`config.mk`:
```
export PLATFORM = sky130hd
export DESIGN_NAME = onewire_bus_master
export DESIGN_NICKNAME = d
export VERILOG_FILES = /design/src/rtl/core/onewb_pkg.sv /design/src/rtl/core/onewb_regs.sv /design/src/rtl/core/onewb_fsm.sv /design/src/rtl/core/onewire_bus_master.sv
export VERILOG_INCLUDE_DIRS = /design/src /design/src/rtl/core
export SDC_FILE = /design/constraint.sdc
export NUM_CORES = 1
export LEC_CHECK = 0
export BUFFER_PORTS_ARGS = -buffer_cell sky130_fd_sc_hd__buf_2
export CAP_MARGIN = 15
export CORE_ASPECT_RATIO = 1.2
export CORE_UTILIZATION = 33
export DETAILED_ROUTE_END_ITERATION = 10
export GPL_TIMING_DRIVEN = 0
export HOLD_SLACK_MARGIN = 0.08
export PLACE_DENSITY = 0.61
export SETUP_SLACK_MARGIN = 0.1
export SLEW_MARGIN = 20
export SYNTH_ARGS = -nofsm -noshare
export SYNTH_HDL_FRONTEND = slang
export SYNTH_SLANG_ARGS = --single-unit
```
`constraint.sdc`:
```
create_clock -name clk -period 6.9 [get_ports clk]
set_clock_uncertainty 0.1 [all_clocks]
set_input_delay 0 -clock clk [delete_from_list [all_inputs] [get_ports clk]]
set_output_delay 0 -clock clk [all_outputs]
set_load 0.02 [all_outputs]
```
`src/rtl/core/onewire_bus_master_macros.svh`:
```
// assertion macros for the 1-wire master rtl
`ifndef ONEWIRE_BUS_MASTER_MACROS_SVH
`define ONEWIRE_BUS_MASTER_MACROS_SVH

`ifndef SYNTHESIS
// same-cycle implication, checked on every clock edge out of reset
`define OWB_ASSERT_IMPL(label, clk, rst_n, ante, cons, msg) \
	label: assert property (@(posedge clk) disable iff (!(rst_n)) (ante) |-> (cons)) \
		else $error(msg);
// next-cycle implication
`define OWB_ASSERT_NEXT(label, clk, rst_n, ante, cons, msg) \
	label: assert property (@(posedge clk) disable iff (!(rst_n)) (ante) |=> (cons)) \
		else $error(msg);
`else
`define OWB_ASSERT_IMPL(label, clk, rst_n, ante, cons, msg)
`define OWB_ASSERT_NEXT(label, clk, rst_n, ante, cons, msg)
`endif

`endif

```
`src/rtl/core/onewb_pkg.sv`:
```
package onewb_pkg;

	// configuration register map, one word each at byte address 4*i
	localparam int CFG_ADDR_W = 5;

	typedef enum logic [2:0] {
		REG_RESET_LOW     = 3'd0,
		REG_PRESENCE      = 3'd1,
		REG_RELEASE       = 3'd2,
		REG_SHORT_SLOT    = 3'd3,
		REG_LONG_SLOT     = 3'd4,
		REG_READ_LOW      = 3'd5,
		REG_READ_SAMPLE   = 3'd6,
		REG_READ_RECOVERY = 3'd7
	} reg_idx_t;

	// reset defaults, in microseconds
	localparam logic [9:0] RST_RESET_LOW     = 10'd640;
	localparam logic [7:0] RST_PRESENCE      = 8'd60;
	localparam logic [9:0] RST_RELEASE       = 10'd240;
	localparam logic [5:0] RST_SHORT_SLOT    = 6'd5;
	localparam logic [7:0] RST_LONG_SLOT     = 8'd90;
	localparam logic [5:0] RST_READ_LOW      = 6'd2;
	localparam logic [5:0] RST_READ_SAMPLE   = 6'd8;
	localparam logic [7:0] RST_READ_RECOVERY = 8'd80;

	typedef struct packed {
		logic [9:0] reset_low_time;
		logic [7:0] presence_sample_time;
		logic [9:0] release_timeout;
		logic [5:0] short_slot_time;
		logic [7:0] long_slot_time;
		logic [5:0] read_low_time;
		logic [5:0] read_sample_time;
		logic [7:0] read_recovery_time;
	} cfg_t;

	// command carried with each tick
	typedef enum logic [1:0] {
		ACT_TICK  = 2'd0,
		ACT_RESET = 2'd1,
		ACT_WRITE = 2'd2,
		ACT_READ  = 2'd3
	} action_t;

	// bus status reported on done
	typedef enum logic [1:0] {
		ST_OK          = 2'd0,
		ST_NO_PRESENCE = 2'd1,
		ST_STUCK_LOW   = 2'd2
	} status_t;

	// bus phases, one-hot
	typedef enum logic [8:0] {
		PH_IDLE     = 9'b000000001,
		PH_RST_LOW  = 9'b000000010,
		PH_RST_WAIT = 9'b000000100,
		PH_RST_REL  = 9'b000001000,
		PH_W_LOW    = 9'b000010000,
		PH_W_HIGH   = 9'b000100000,
		PH_R_LOW    = 9'b001000000,
		PH_R_WAIT   = 9'b010000000,
		PH_R_REC    = 9'b100000000
	} phase_t;

	// one result item
	typedef struct packed {
		logic [7:0] rx_byte;
		logic [1:0] status;
		logic       done_res;
		logic       busy_res;
		logic       drive_low;
	} res_t;

endpackage

```
`src/rtl/core/onewb_regs.sv`:
```
module onewb_regs (
	input  logic                              clk,
	input  logic                              arst_n,
	input  logic                              psel,
	input  logic                              penable,
	input  logic                              pwrite,
	input  logic [onewb_pkg::CFG_ADDR_W-1:0]  paddr,
	input  logic [31:0]                       pwdata,
	output logic [31:0]                       prdata,
	output logic                              pready,
	output onewb_pkg::cfg_t                   cfg
);

	onewb_pkg::cfg_t    cfg_q;
	onewb_pkg::reg_idx_t idx;
	logic               wr_en;

	assign pready = 1'b1;
	assign idx    = onewb_pkg::reg_idx_t'(paddr[onewb_pkg::CFG_ADDR_W-1:2]);
	assign wr_en  = psel && penable && pwrite && pready;
	assign cfg    = cfg_q;

	// register write on the access cycle
	always_ff @(posedge clk or negedge arst_n) begin
		if (!arst_n) begin
			cfg_q.reset_low_time       <= onewb_pkg::RST_RESET_LOW;
			cfg_q.presence_sample_time <= onewb_pkg::RST_PRESENCE;
			cfg_q.release_timeout      <= onewb_pkg::RST_RELEASE;
			cfg_q.short_slot_time      <= onewb_pkg::RST_SHORT_SLOT;
			cfg_q.long_slot_time       <= onewb_pkg::RST_LONG_SLOT;
			cfg_q.read_low_time        <= onewb_pkg::RST_READ_LOW;
			cfg_q.read_sample_time     <= onewb_pkg::RST_READ_SAMPLE;
			cfg_q.read_recovery_time   <= onewb_pkg::RST_READ_RECOVERY;
		end else if (wr_en) begin
			unique case (idx)
				onewb_pkg::REG_RESET_LOW:     cfg_q.reset_low_time       <= pwdata[9:0];
				onewb_pkg::REG_PRESENCE:      cfg_q.presence_sample_time <= pwdata[7:0];
				onewb_pkg::REG_RELEASE:       cfg_q.release_timeout      <= pwdata[9:0];
				onewb_pkg::REG_SHORT_SLOT:    cfg_q.short_slot_time      <= pwdata[5:0];
				onewb_pkg::REG_LONG_SLOT:     cfg_q.long_slot_time       <= pwdata[7:0];
				onewb_pkg::REG_READ_LOW:      cfg_q.read_low_time        <= pwdata[5:0];
				onewb_pkg::REG_READ_SAMPLE:   cfg_q.read_sample_time     <= pwdata[5:0];
				onewb_pkg::REG_READ_RECOVERY: cfg_q.read_recovery_time   <= pwdata[7:0];
				default: ;
			endcase
		end
	end

	// read back
	always_comb begin
		prdata = '0;
		unique case (idx)
			onewb_pkg::REG_RESET_LOW:     prdata = {22'd0, cfg_q.reset_low_time};
			onewb_pkg::REG_PRESENCE:      prdata = {24'd0, cfg_q.presence_sample_time};
			onewb_pkg::REG_RELEASE:       prdata = {22'd0, cfg_q.release_timeout};
			onewb_pkg::REG_SHORT_SLOT:    prdata = {26'd0, cfg_q.short_slot_time};
			onewb_pkg::REG_LONG_SLOT:     prdata = {24'd0, cfg_q.long_slot_time};
			onewb_pkg::REG_READ_LOW:      prdata = {26'd0, cfg_q.read_low_time};
			onewb_pkg::REG_READ_SAMPLE:   prdata = {26'd0, cfg_q.read_sample_time};
			onewb_pkg::REG_READ_RECOVERY: prdata = {24'd0, cfg_q.read_recovery_time};
			default:                      prdata = '0;
		endcase
	end

endmodule

```
`src/rtl/core/onewb_fsm.sv`:
```
module onewb_fsm #(
	parameter int TIME_WIDTH = 10
) (
	input  logic                clk,
	input  logic                arst_n,
	input  onewb_pkg::cfg_t     cfg,
	input  logic                in_valid,
	output logic                in_ready,
	input  logic [1:0]          action,
	input  logic [7:0]          tx_byte,
	input  logic                line_level,
	output logic                out_valid,
	input  logic                out_ready,
	output onewb_pkg::res_t     res
);

	`include "onewire_bus_master_macros.svh"

	// compare width covers the widest register and the clamp value
	localparam int LW = ((TIME_WIDTH > 10) ? TIME_WIDTH : 10) + 1;

	onewb_pkg::phase_t      phase_q, ph_start, ph;
	logic [TIME_WIDTH-1:0]  time_count_q, tc;
	logic [2:0]             bit_count_q, bc;
	logic [7:0]             shift_byte_q, sb_start, sb;
	onewb_pkg::res_t        res_s1, r;
	logic                   out_valid_q;
	logic                   step;
	logic                   hit;
	logic [9:0]             len;

	// true when this tick is the last of a phase of length len
	function automatic logic phase_last(input logic [TIME_WIDTH-1:0] cnt,
					     input logic [9:0] plen);
		logic [LW-1:0] lim;
		logic [LW-1:0] l;
		logic [LW-1:0] nxt;
		lim = LW'(1) << TIME_WIDTH;
		l   = LW'(plen);
		if (l > lim) begin
			l = lim;
		end
		nxt = LW'(cnt) + LW'(1);
		return nxt >= l;
	endfunction

	// a tick is taken whenever the result register is free or draining
	assign in_ready  = !out_valid_q || out_ready;
	assign step      = in_valid && in_ready;
	assign out_valid = out_valid_q;
	assign res       = res_s1;

	// phase length selected by the current (post-start) phase
	always_comb begin
		len      = 10'd0;
		ph_start = phase_q;
		sb_start = shift_byte_q;
		if (phase_q == onewb_pkg::PH_IDLE && action != onewb_pkg::ACT_TICK) begin
			if (action == onewb_pkg::ACT_RESET) begin
				ph_start = onewb_pkg::PH_RST_LOW;
			end else if (action == onewb_pkg::ACT_WRITE) begin
				ph_start = onewb_pkg::PH_W_LOW;
				sb_start = tx_byte;
			end else begin
				ph_start = onewb_pkg::PH_R_LOW;
				sb_start = 8'd0;
			end
		end
		unique case (ph_start)
			onewb_pkg::PH_RST_LOW:  len = cfg.reset_low_time;
			onewb_pkg::PH_RST_WAIT: len = {2'd0, cfg.presence_sample_time};
			onewb_pkg::PH_RST_REL:  len = cfg.release_timeout;
			onewb_pkg::PH_W_LOW:    len = sb_start[0] ? {4'd0, cfg.short_slot_time}
			                                          : {2'd0, cfg.long_slot_time};
			onewb_pkg::PH_W_HIGH:   len = sb_start[0] ? {2'd0, cfg.long_slot_time}
			                                          : {4'd0, cfg.short_slot_time};
			onewb_pkg::PH_R_LOW:    len = {4'd0, cfg.read_low_time};
			onewb_pkg::PH_R_WAIT:   len = {4'd0, cfg.read_sample_time};
			onewb_pkg::PH_R_REC:    len = {2'd0, cfg.read_recovery_time};
			default:                len = 10'd0;
		endcase
	end

	// one tick of the bus sequencer
	always_comb begin
		ph = ph_start;
		sb = sb_start;
		tc = time_count_q;
		bc = bit_count_q;
		r  = '0;
		if (phase_q == onewb_pkg::PH_IDLE && action != onewb_pkg::ACT_TICK) begin
			tc = '0;
			bc = 3'd0;
		end
		hit = phase_last(tc, len);
		r.busy_res = (ph != onewb_pkg::PH_IDLE);
		unique case (ph)
			onewb_pkg::PH_IDLE: begin
			end
			onewb_pkg::PH_RST_LOW: begin
				r.drive_low = 1'b1;
				if (hit) begin
					ph = onewb_pkg::PH_RST_WAIT;
				end
			end
			onewb_pkg::PH_RST_WAIT: begin
				if (hit) begin
					if (line_level) begin
						r.done_res = 1'b1;
						r.status   = onewb_pkg::ST_NO_PRESENCE;
						ph         = onewb_pkg::PH_IDLE;
					end else begin
						ph = onewb_pkg::PH_RST_REL;
					end
				end
			end
			onewb_pkg::PH_RST_REL: begin
				// device let go: done, timer cleared without advancing
				if (line_level) begin
					hit        = 1'b1;
					r.done_res = 1'b1;
					r.status   = onewb_pkg::ST_OK;
					ph         = onewb_pkg::PH_IDLE;
				end else if (hit) begin
					r.done_res = 1'b1;
					r.status   = onewb_pkg::ST_STUCK_LOW;
					ph         = onewb_pkg::PH_IDLE;
				end
			end
			onewb_pkg::PH_W_LOW: begin
				r.drive_low = 1'b1;
				if (hit) begin
					ph = onewb_pkg::PH_W_HIGH;
				end
			end
			onewb_pkg::PH_W_HIGH: begin
				if (hit) begin
					sb = {1'b0, sb[7:1]};
					if (bc == 3'd7) begin
						r.done_res = 1'b1;
						ph         = onewb_pkg::PH_IDLE;
					end else begin
						bc = bc + 3'd1;
						ph = onewb_pkg::PH_W_LOW;
					end
				end
			end
			onewb_pkg::PH_R_LOW: begin
				r.drive_low = 1'b1;
				if (hit) begin
					ph = onewb_pkg::PH_R_WAIT;
				end
			end
			onewb_pkg::PH_R_WAIT: begin
				if (hit) begin
					sb = {line_level, sb[7:1]};
					ph = onewb_pkg::PH_R_REC;
				end
			end
			onewb_pkg::PH_R_REC: begin
				if (hit) begin
					if (bc == 3'd7) begin
						r.done_res = 1'b1;
						r.rx_byte  = sb;
						ph         = onewb_pkg::PH_IDLE;
					end else begin
						bc = bc + 3'd1;
						ph = onewb_pkg::PH_R_LOW;
					end
				end
			end
			default: begin
				ph         = onewb_pkg::PH_IDLE;
				hit        = 1'b1;
				r.busy_res = 1'b0;
			end
		endcase
		// phase timer: wraps on the last tick, else counts up
		if (ph != onewb_pkg::PH_IDLE || phase_q != onewb_pkg::PH_IDLE) begin
			tc = hit ? '0 : tc + 1'b1;
		end
	end

	// sequencer state
	always_ff @(posedge clk or negedge arst_n) begin
		if (!arst_n) begin
			phase_q      <= onewb_pkg::PH_IDLE;
			time_count_q <= '0;
			bit_count_q  <= 3'd0;
			shift_byte_q <= 8'd0;
		end else if (step) begin
			phase_q      <= ph;
			time_count_q <= tc;
			bit_count_q  <= bc;
			shift_byte_q <= sb;
		end
	end

	// result register valid
	always_ff @(posedge clk or negedge arst_n) begin
		if (!arst_n) begin
			out_valid_q <= 1'b0;
		end else if (step) begin
			out_valid_q <= 1'b1;
		end else if (out_ready) begin
			out_valid_q <= 1'b0;
		end
	end

	// result payload
	always_ff @(posedge clk) begin
		if (step) begin
			res_s1 <= r;
		end
	end

	`OWB_ASSERT_IMPL(a_done_busy, clk, arst_n, out_valid_q && res_s1.done_res,
		res_s1.busy_res, "done reported outside an operation")
	`OWB_ASSERT_IMPL(a_no_drive_on_done, clk, arst_n, out_valid_q && res_s1.done_res,
		!res_s1.drive_low, "bus still driven low on the completing tick")
	`OWB_ASSERT_IMPL(a_status_on_done, clk, arst_n,
		out_valid_q && (res_s1.status != onewb_pkg::ST_OK || res_s1.rx_byte != 8'd0),
		res_s1.done_res, "status or received byte outside a done tick")
	`OWB_ASSERT_NEXT(a_step_fills, clk, arst_n, step, out_valid_q,
		"accepted tick left no result")

endmodule

```
`src/rtl/core/onewire_bus_master.sv`:
```
// channel   | dir | signals                                     | carries
// ----------+-----+---------------------------------------------+---------------------------
// s_        | in  | s_tvalid s_tready s_tdata[15:0] s_tuser[1:0] | one microsecond tick
// m_        | out | m_tvalid m_tready m_tdata[15:0]             | bus outputs for that tick
// apb       | in  | psel penable pwrite paddr pwdata prdata pready | timing registers
//
// one result per tick; a tick is taken every cycle while the result register
// is empty or being drained, so a sustained rate of one tick per clock
// a tick passes from the slave side through the phase sequencer into the
// result register combinationally and is registered there
// reset clears the sequencer to idle and loads the default bus timings
// a stall on the master side holds the result and blocks new ticks
module onewire_bus_master #(
	parameter int TIME_WIDTH = 10
) (
	input  logic                             clk,
	input  logic                             arst_n,
	// apb configuration
	input  logic                             psel,
	input  logic                             penable,
	input  logic                             pwrite,
	input  logic [onewb_pkg::CFG_ADDR_W-1:0] paddr,
	input  logic [31:0]                      pwdata,
	output logic [31:0]                      prdata,
	output logic                             pready,
	// tick input
	input  logic                             s_tvalid,
	output logic                             s_tready,
	input  logic [15:0]                      s_tdata,  // tx_byte[7:0], line_level[8], zero
	input  logic [1:0]                       s_tuser,  // action[1:0]
	// tick result
	output logic                             m_tvalid,
	input  logic                             m_tready,
	output logic [15:0]                      m_tdata   // drive_low, busy_res, done_res,
	                                                   // status[4:3], rx_byte[12:5], zero
);

	onewb_pkg::cfg_t cfg;
	onewb_pkg::res_t res;

	// timing registers
	onewb_regs u_regs (
		.clk     (clk),
		.arst_n  (arst_n),
		.psel    (psel),
		.penable (penable),
		.pwrite  (pwrite),
		.paddr   (paddr),
		.pwdata  (pwdata),
		.prdata  (prdata),
		.pready  (pready),
		.cfg     (cfg)
	);

	// bus sequencer with result register
	onewb_fsm #(
		.TIME_WIDTH (TIME_WIDTH)
	) u_fsm (
		.clk        (clk),
		.arst_n     (arst_n),
		.cfg        (cfg),
		.in_valid   (s_tvalid),
		.in_ready   (s_tready),
		.action     (s_tuser),
		.tx_byte    (s_tdata[7:0]),
		.line_level (s_tdata[8]),
		.out_valid  (m_tvalid),
		.out_ready  (m_tready),
		.res        (res)
	);

	// pack result transfer
	assign m_tdata = {3'd0, res};

endmodule

```
==> impl_metrics.toml, run 1 <==
[run_status]
run_status = "finished clean"

[sta]
report.final.setup_viol = 0
worst_slew_pin_slew_ps = 1130
slew_viol_final = 0
layout_worst_path_cycle_share_pct = 94.2
timing.setup.tns_ps = 0
post-route-worst-setup-slack_ps = 402
max_slew_margin_pct = 24.2
fmax_mhz = 154
timing.final.hold_violations = 0
finalWorstPathRequiredPeriod_ps = 6500
rsz0062_at_grt = "no"

[yosys]
synth.ff_latch_count = 106
synth-main-ff-cell = "dfrtp_1"
synth_enable_flop_cells = 13
synth_cell_type_count = 72
synth.yosys.seq_area_share_pct = 42.6
async_flop_share_pct = 87.7
synth-warning-count = 0
netlist_instances = 630
syn_area_mm2 = 0.00644
post_synthesis_mean_instance_area_um2 = 10.2

[setup_path]
worst-endpoint-arrival_ps = 6650
largest_fanout_of_any_net_on_the_critical_path = 9
criticalPathCategory = "flip-flop to flip-flop"
critical_path.startpoint_type = "flip-flop"
required_arrival_time_at_the_worst_endpoint_ps = 7050
end_kind = "flip-flop"

[floorplanning]
rows = 55
floorplan.core_area_mm2 = 0.0190
num_io_pins = 113
die_w_um = 130
die_area_mm2 = 0.0201
die_height_um = 155
start_util_pct = 33.9

[place]
port_buffers = 53
gpl.final_weighted_congestion = 0.891
dp_hpwl_um = 12600
place_ws_ps = 268

[final_layout]
post_route_cells_drive_above_1_share_pct = 30.0
area_added_between_synthesis_and_finish_pct = 19.6
most_frequent_standard_cell_in_the_layout_excluding_fill_and_tap_cells = "dfrtp_1"
design.final.nets = 819
antenna-diode-count = 0
final_cell_mix = "dfrtp_1 (72), mux2_2 (71), nand2_1 (63), buf_2 (53), nor2_1 (45)"

[global_route]
grt_util_all_layers_pct = 18.8
maximum_number_of_pins_on_one_net_before_global_route_repair = 57
first_global_vias = 5161
number_of_antenna_violations_at_the_first_check_in_global_routing = 0
wire_length_of_the_first_global_routing_pass_um = 28700
overflow = 0

[drt]
drc_errors = 0
vias = 5358
wirelength_um = 17900
route.detailed.vias_per_inst = 5.35
detailedRoute.firstPassIterationCount = 6
drt_first_iter_violations = 456
route.antenna.remaining_nets = 0
wl_per_cell_um = 17.9

[cts]
cts.path.max_buffers = 2
cts_tree = "built"
tritoncts.num_buffers = 9
htreeDepth = 3
clkSinkCount = 106
clock_latency_ps = 360
path_clk_slew_ps = 80
clock-root-buffer = "clkbuf_16"

[power_and_ir_drop]
p_per_area_mw_per_mm2 = 370
total_leakage_power_nw = 3.33
vdd_ir_drop_max_v = 0.000162

[min_path]
worst_hold_path_type = "primary input to asynchronous set/reset pin"

[run]
max-cap-violations = 0
per-stage QoR:
stage / util [%] / power [mW] / area, um^2 / std cells / hold WS, ps
after floorplan: - / 1.90 / 6530 / 654 / -396
after global placement: 37.5 / 2.27 / 7120 / 963 / 126
after detailed placement: 37.7 / 2.28 / 7160 / 964 / -174
after CTS: 40.5 / 2.83 / 7690 / 1002 / 101
after global routing: 40.6 / 3.04 / 7700 / 1002 / 146
final: 40.6 / 2.85 / 7700 / 1002 / 123
state kept, by name, indices dropped and copies added, names as in the netlist:
register            count
u_fsm.bit_count_q       3
u_fsm.out_valid         1
u_fsm.phase_q           9
u_fsm.res              13
u_fsm.shift_byte_q      8
u_fsm.time_count_q     10
u_regs.cfg             62
cells in the mapped netlist, drive strengths merged, types with 3 or more instances:
| master | count | area share (%) |
|---|---|---|
| o211ai | 3 | 0.56 |
| a222oi | 7 | 1.1 |
| dfstp | 21 | 8.6 |
| a21oi | 27 | 2.4 |
| and3 | 14 | 1.4 |
| nand3 | 21 | 1.7 |
| o21ai | 39 | 3.0 |
| a31oi | 3 | 0.29 |
| nand2b | 12 | 1.2 |
| a22oi | 10 | 1.2 |
| mux2i | 8 | 1.2 |
| nand4b | 3 | 0.41 |
| xnor2 | 5 | 0.80 |
| nand4 | 5 | 0.49 |
| o31ai | 6 | 0.78 |
| clkbuf | 21 | 1.2 |
| buf | 30 | 3.5 |
| nor3 | 12 | 1.2 |
| or3 | 7 | 0.68 |
| dfrtp | 72 | 28 |
| or2 | 6 | 0.58 |
| nor2b | 9 | 0.87 |
| mux4 | 3 | 1.0 |
| nor4 | 6 | 1.0 |
| inv | 11 | 0.64 |
| o22ai | 3 | 0.39 |
| ha | 16 | 3.1 |
| mux2 | 71 | 12 |
| a221oi | 8 | 1.1 |
| edfxtp | 13 | 6.1 |
| a22o | 14 | 1.9 |
| a211oi | 3 | 0.35 |
| nand2 | 64 | 3.8 |
| nor2 | 47 | 2.7 |
cell families after synthesis:
logic type,after synthesis,synth area share (%)
AND/OR/NAND/NOR,214,17.2
multiplexers,82,14.7
XOR/XNOR,7,1.07
AO/OA/AOI/OAI,141,15.8
adder cells (fa/ha/maj),16,3.11
buffers and inverters,62,5.38
other,2,0.117
flip-flops,106,42.6
worst max-delay path, stage by stage (launching register included):
cell and delay (ps):
dfstp_2 620, nor4b_2 360, nand4b_1 500, or2_2 460
clkbuf_1 220, a21oi_1 600, o21ai_0 580, a221o_1 520
ha_1 290, nand2b_1 140, a211o_1 300, a21oi_1 310
o22a_4 260, o21ai_0 120, a31o_2 350, a21oi_4 270
nor3_2 140, a31o_1 250
report_power, final:
| part | internal, mW | switching, mW |
|---|---|---|
| registers | 0.779 | 0.0958 |
| logic | 0.529 | 0.918 |
| clock network | 0.281 | 0.251 |
cell type report:
class | instances | area (um^2)
buffer | 51 | 305
clock buffer | 11 | 264
clock inverter | 5 | 41.3
fill | 1897 | 11300
inverter | 11 | 41.3
multi-input combinational | 486 | 3460
sequential | 106 | 2740
tap | 256 | 320
timing repair buffer | 76 | 529
routing by layer:
layer | wire length [um] | share of wire (%) | GRT usage, % | up-vias
met5 | 0 | 0 | 0 | -
met4 | 480 | 2.7 | 6.76 | 0
met3 | 913 | 5.1 | 3.47 | 33
met2 | 8730 | 49 | 31.4 | 187
met1 | 7800 | 44 | 24.1 | 2621
li1 | - | - | - | 2517
what timing repair did:
action                                  CTS  global route
endpoints found under the setup margin    0            14
gates resized for setup                   0             3
hold buffers                             22             0
endpoints found under the hold margin   159             0
buffers inserted                          0             0
path summary, 6_finish.rpt:
path	start	endpoint	slack (ps)	cells after the start
max in group asynchronous	arst_n	u_fsm.phase_q[0]	6200	3
worst max register to register	u_fsm.phase_q[0]	u_fsm.time_count_q[5]	400	17
min in group clk	s_tdata[0]	u_fsm.res[5]	140	4
worst min register to register	u_fsm.shift_byte_q[1]	u_fsm.shift_byte_q[1]	390	2
worst max-delay path	u_fsm.phase_q[0]	u_fsm.time_count_q[5]	400	17
worst min-delay path	arst_n	u_regs.cfg[6]	120	2
Note: power is estimated with default switching activity, not from simulation.
==> inputs of run 2 (changes only) <==
Settings changed: CELL_PAD_IN_SITES_DETAIL_PLACEMENT set to 0, CELL_PAD_IN_SITES_GLOBAL_PLACEMENT set to 1, PLACE_DENSITY 0.61 to 0.72.
==> run 2 against run 1 <==
Effect of this change:
- non-clock buffer count unchanged
- sequential cell count is the same
- count of clock-buffer cells in the layout shrank 1
- global-route usage up 0.55 points
- first-iteration DRC count is 37% lower
- sequential share of layout area is essentially flat
- sequential power is essentially flat
- clock power rose by 3%
- largest cell class unchanged
==> impl_metrics.toml, run 2 (synthesized netlist as in run 1, its figures left out) <==
[place]
gpl.final_weighted_congestion = 0.851
dp_cells = 964
dp_hpwl_um = 13000
port_buffers = 53

[final_layout]
post_layout_nonfiller_instances = 1002
antenna-diode-count = 0
most_frequent_standard_cell_in_the_layout_excluding_fill_and_tap_cells = "dfrtp_1"
design.final.nets = 819
largest_register_ffs = 62
finalCoreUtilization_pct = 40.5
final_cell_mix = "dfrtp_1 (72), mux2_2 (71), nand2_1 (63), buf_2 (53), nor2_1 (45)"
area_added_between_synthesis_and_finish_pct = 19.5
post_route_cells_drive_above_1_share_pct = 30.0

[setup_path]
rrSetupSlack_ps = 540
end_kind = "flip-flop"
critical_path.startpoint_type = "flip-flop"
worst-endpoint-arrival_ps = 6510
largest_fanout_of_any_net_on_the_critical_path = 10
criticalPathCategory = "flip-flop to flip-flop"
required_arrival_time_at_the_worst_endpoint_ps = 7050

[floorplanning]
start_util_pct = 33.9
rows = 55
die_area_mm2 = 0.0201
floorplan.core_area_mm2 = 0.0190
num_io_pins = 113
die_height_um = 155
die_w_um = 130

[drt]
wirelength_um = 18600
route.antenna.remaining_nets = 0
detailedRoute.firstPassIterationCount = 5
wl_per_cell_um = 18.5
route.detailed.vias_per_inst = 5.30
vias = 5307
drt_first_iter_violations = 286
drc_errors = 0

[power_and_ir_drop]
power_report.internal_total_mw = 1.60
comb_power_share_pct = 50.5
vdd_ir_drop_max_v = 0.000179
clkPwrFrac_pct = 19.1
total_leakage_power_nw = 3.33
pwr-share-seq_pct = 30.4
swShare_pct = 44.2
netSwitchingPower_mw = 1.27
p_per_area_mw_per_mm2 = 373

[cts]
clock_latency_ps = 360
clkSinkCount = 106
clock-root-buffer = "clkbuf_16"
cts_tree = "built"
path_clk_slew_ps = 80
tritoncts.num_buffers = 9
htreeDepth = 3
cts.path.max_buffers = 2

[sta]
slew_viol_final = 0
layout_worst_path_cycle_share_pct = 92.1
timing.setup.tns_ps = 0
fmax_mhz = 157
worst_slew_pin_slew_ps = 1110
finalWorstPathRequiredPeriod_ps = 6360
rsz0062_at_grt = "no"
report.final.setup_viol = 0
max_slew_margin_pct = 25.7
timing.final.hold_violations = 0

[global_route]
grt_util_all_layers_pct = 19.4
wire_length_of_the_first_global_routing_pass_um = 29300
number_of_antenna_violations_at_the_first_check_in_global_routing = 0
overflow = 0
maximum_number_of_pins_on_one_net_before_global_route_repair = 57
first_global_vias = 5223

[min_path]
worst_hold_path_type = "primary input to flip-flop"

[run_status]
run_status = "finished clean"

[run]
max-cap-violations = 0
[run 2: critical path: stages, from the launching register on]
cell	delay, ps
dfrtp_1	380
buf_6	140
nor3_1	410
nand4b_1	510
or2_2	450
clkbuf_1	210
a21oi_1	550
o21ai_0	550
a221o_1	510
ha_1	290
nand2b_1	140
a211o_1	290
a21oi_1	340
o22a_4	280
o21ai_0	100
a31o_2	340
a21oi_4	270
nor3_2	130
a31o_1	240
[run 2: final timing paths]
check,start,end,cells after the start
max in group asynchronous,arst_n,u_fsm.phase_q[0],3
setup reg to reg,u_fsm.phase_q[4],u_fsm.time_count_q[5],18
hold / removal,s_tdata[0],u_fsm.res[5],4
setup / recovery,u_fsm.phase_q[4],u_fsm.time_count_q[5],18
hold reg to reg,u_fsm.shift_byte_q[4],u_fsm.shift_byte_q[4],2
min in group asynchronous,arst_n,u_regs.cfg[6],2
[run 2: area by class of cell]
cell class / instances / area, um^2
plain buffers: 51 / 305
clock buffers: 10 / 239
clock inverters: 6 / 68.8
fillers: 1919 / 11300
inverters: 11 / 41.3
multi-input cells: 486 / 3450
flip-flops and latches: 106 / 2740
well taps: 256 / 320
repair buffers: 76 / 529
[run 2: routing by layer]
metal	GRT usage, %	routed length (um)	vias up
li1	-	-	2520
met1	24.7	8190	2594
met2	33.2	9140	166
met3	3.27	866	27
met4	5.98	385	0
met5	0	0	-
[run 2: per-stage QoR]
step	power, mW	hold slack [ps]	cell area (um^2)	setup WS (ps)
after global routing	3.04	145	7700	179
final	2.87	115	7700	544
after floorplan	1.90	-396	6530	2050
after CTS	2.87	89.6	7690	466
after global placement	2.30	117	7120	413
after detailed placement	2.31	-167	7160	492
[run 2: power groups by stage]
| stage | clock network [mW] | registers (mW) | logic (mW) |
|---|---|---|---|
| finish | 0.547 | 0.873 | 1.45 |
| global route | 0.583 | 0.892 | 1.57 |
| CTS | 0.558 | 0.872 | 1.44 |
| detailed placement | 0 | 0.884 | 1.42 |
| global placement | 0 | 0.881 | 1.41 |
| floorplan | 0 | 0.867 | 1.04 |
[run 2: what timing repair did]
item | CTS | global route
buffers inserted | 0 | 0
hold buffers | 22 | 0
endpoints found under the hold margin | 161 | 0
endpoints found under the setup margin | 0 | 1
resized for setup | 0 | 1
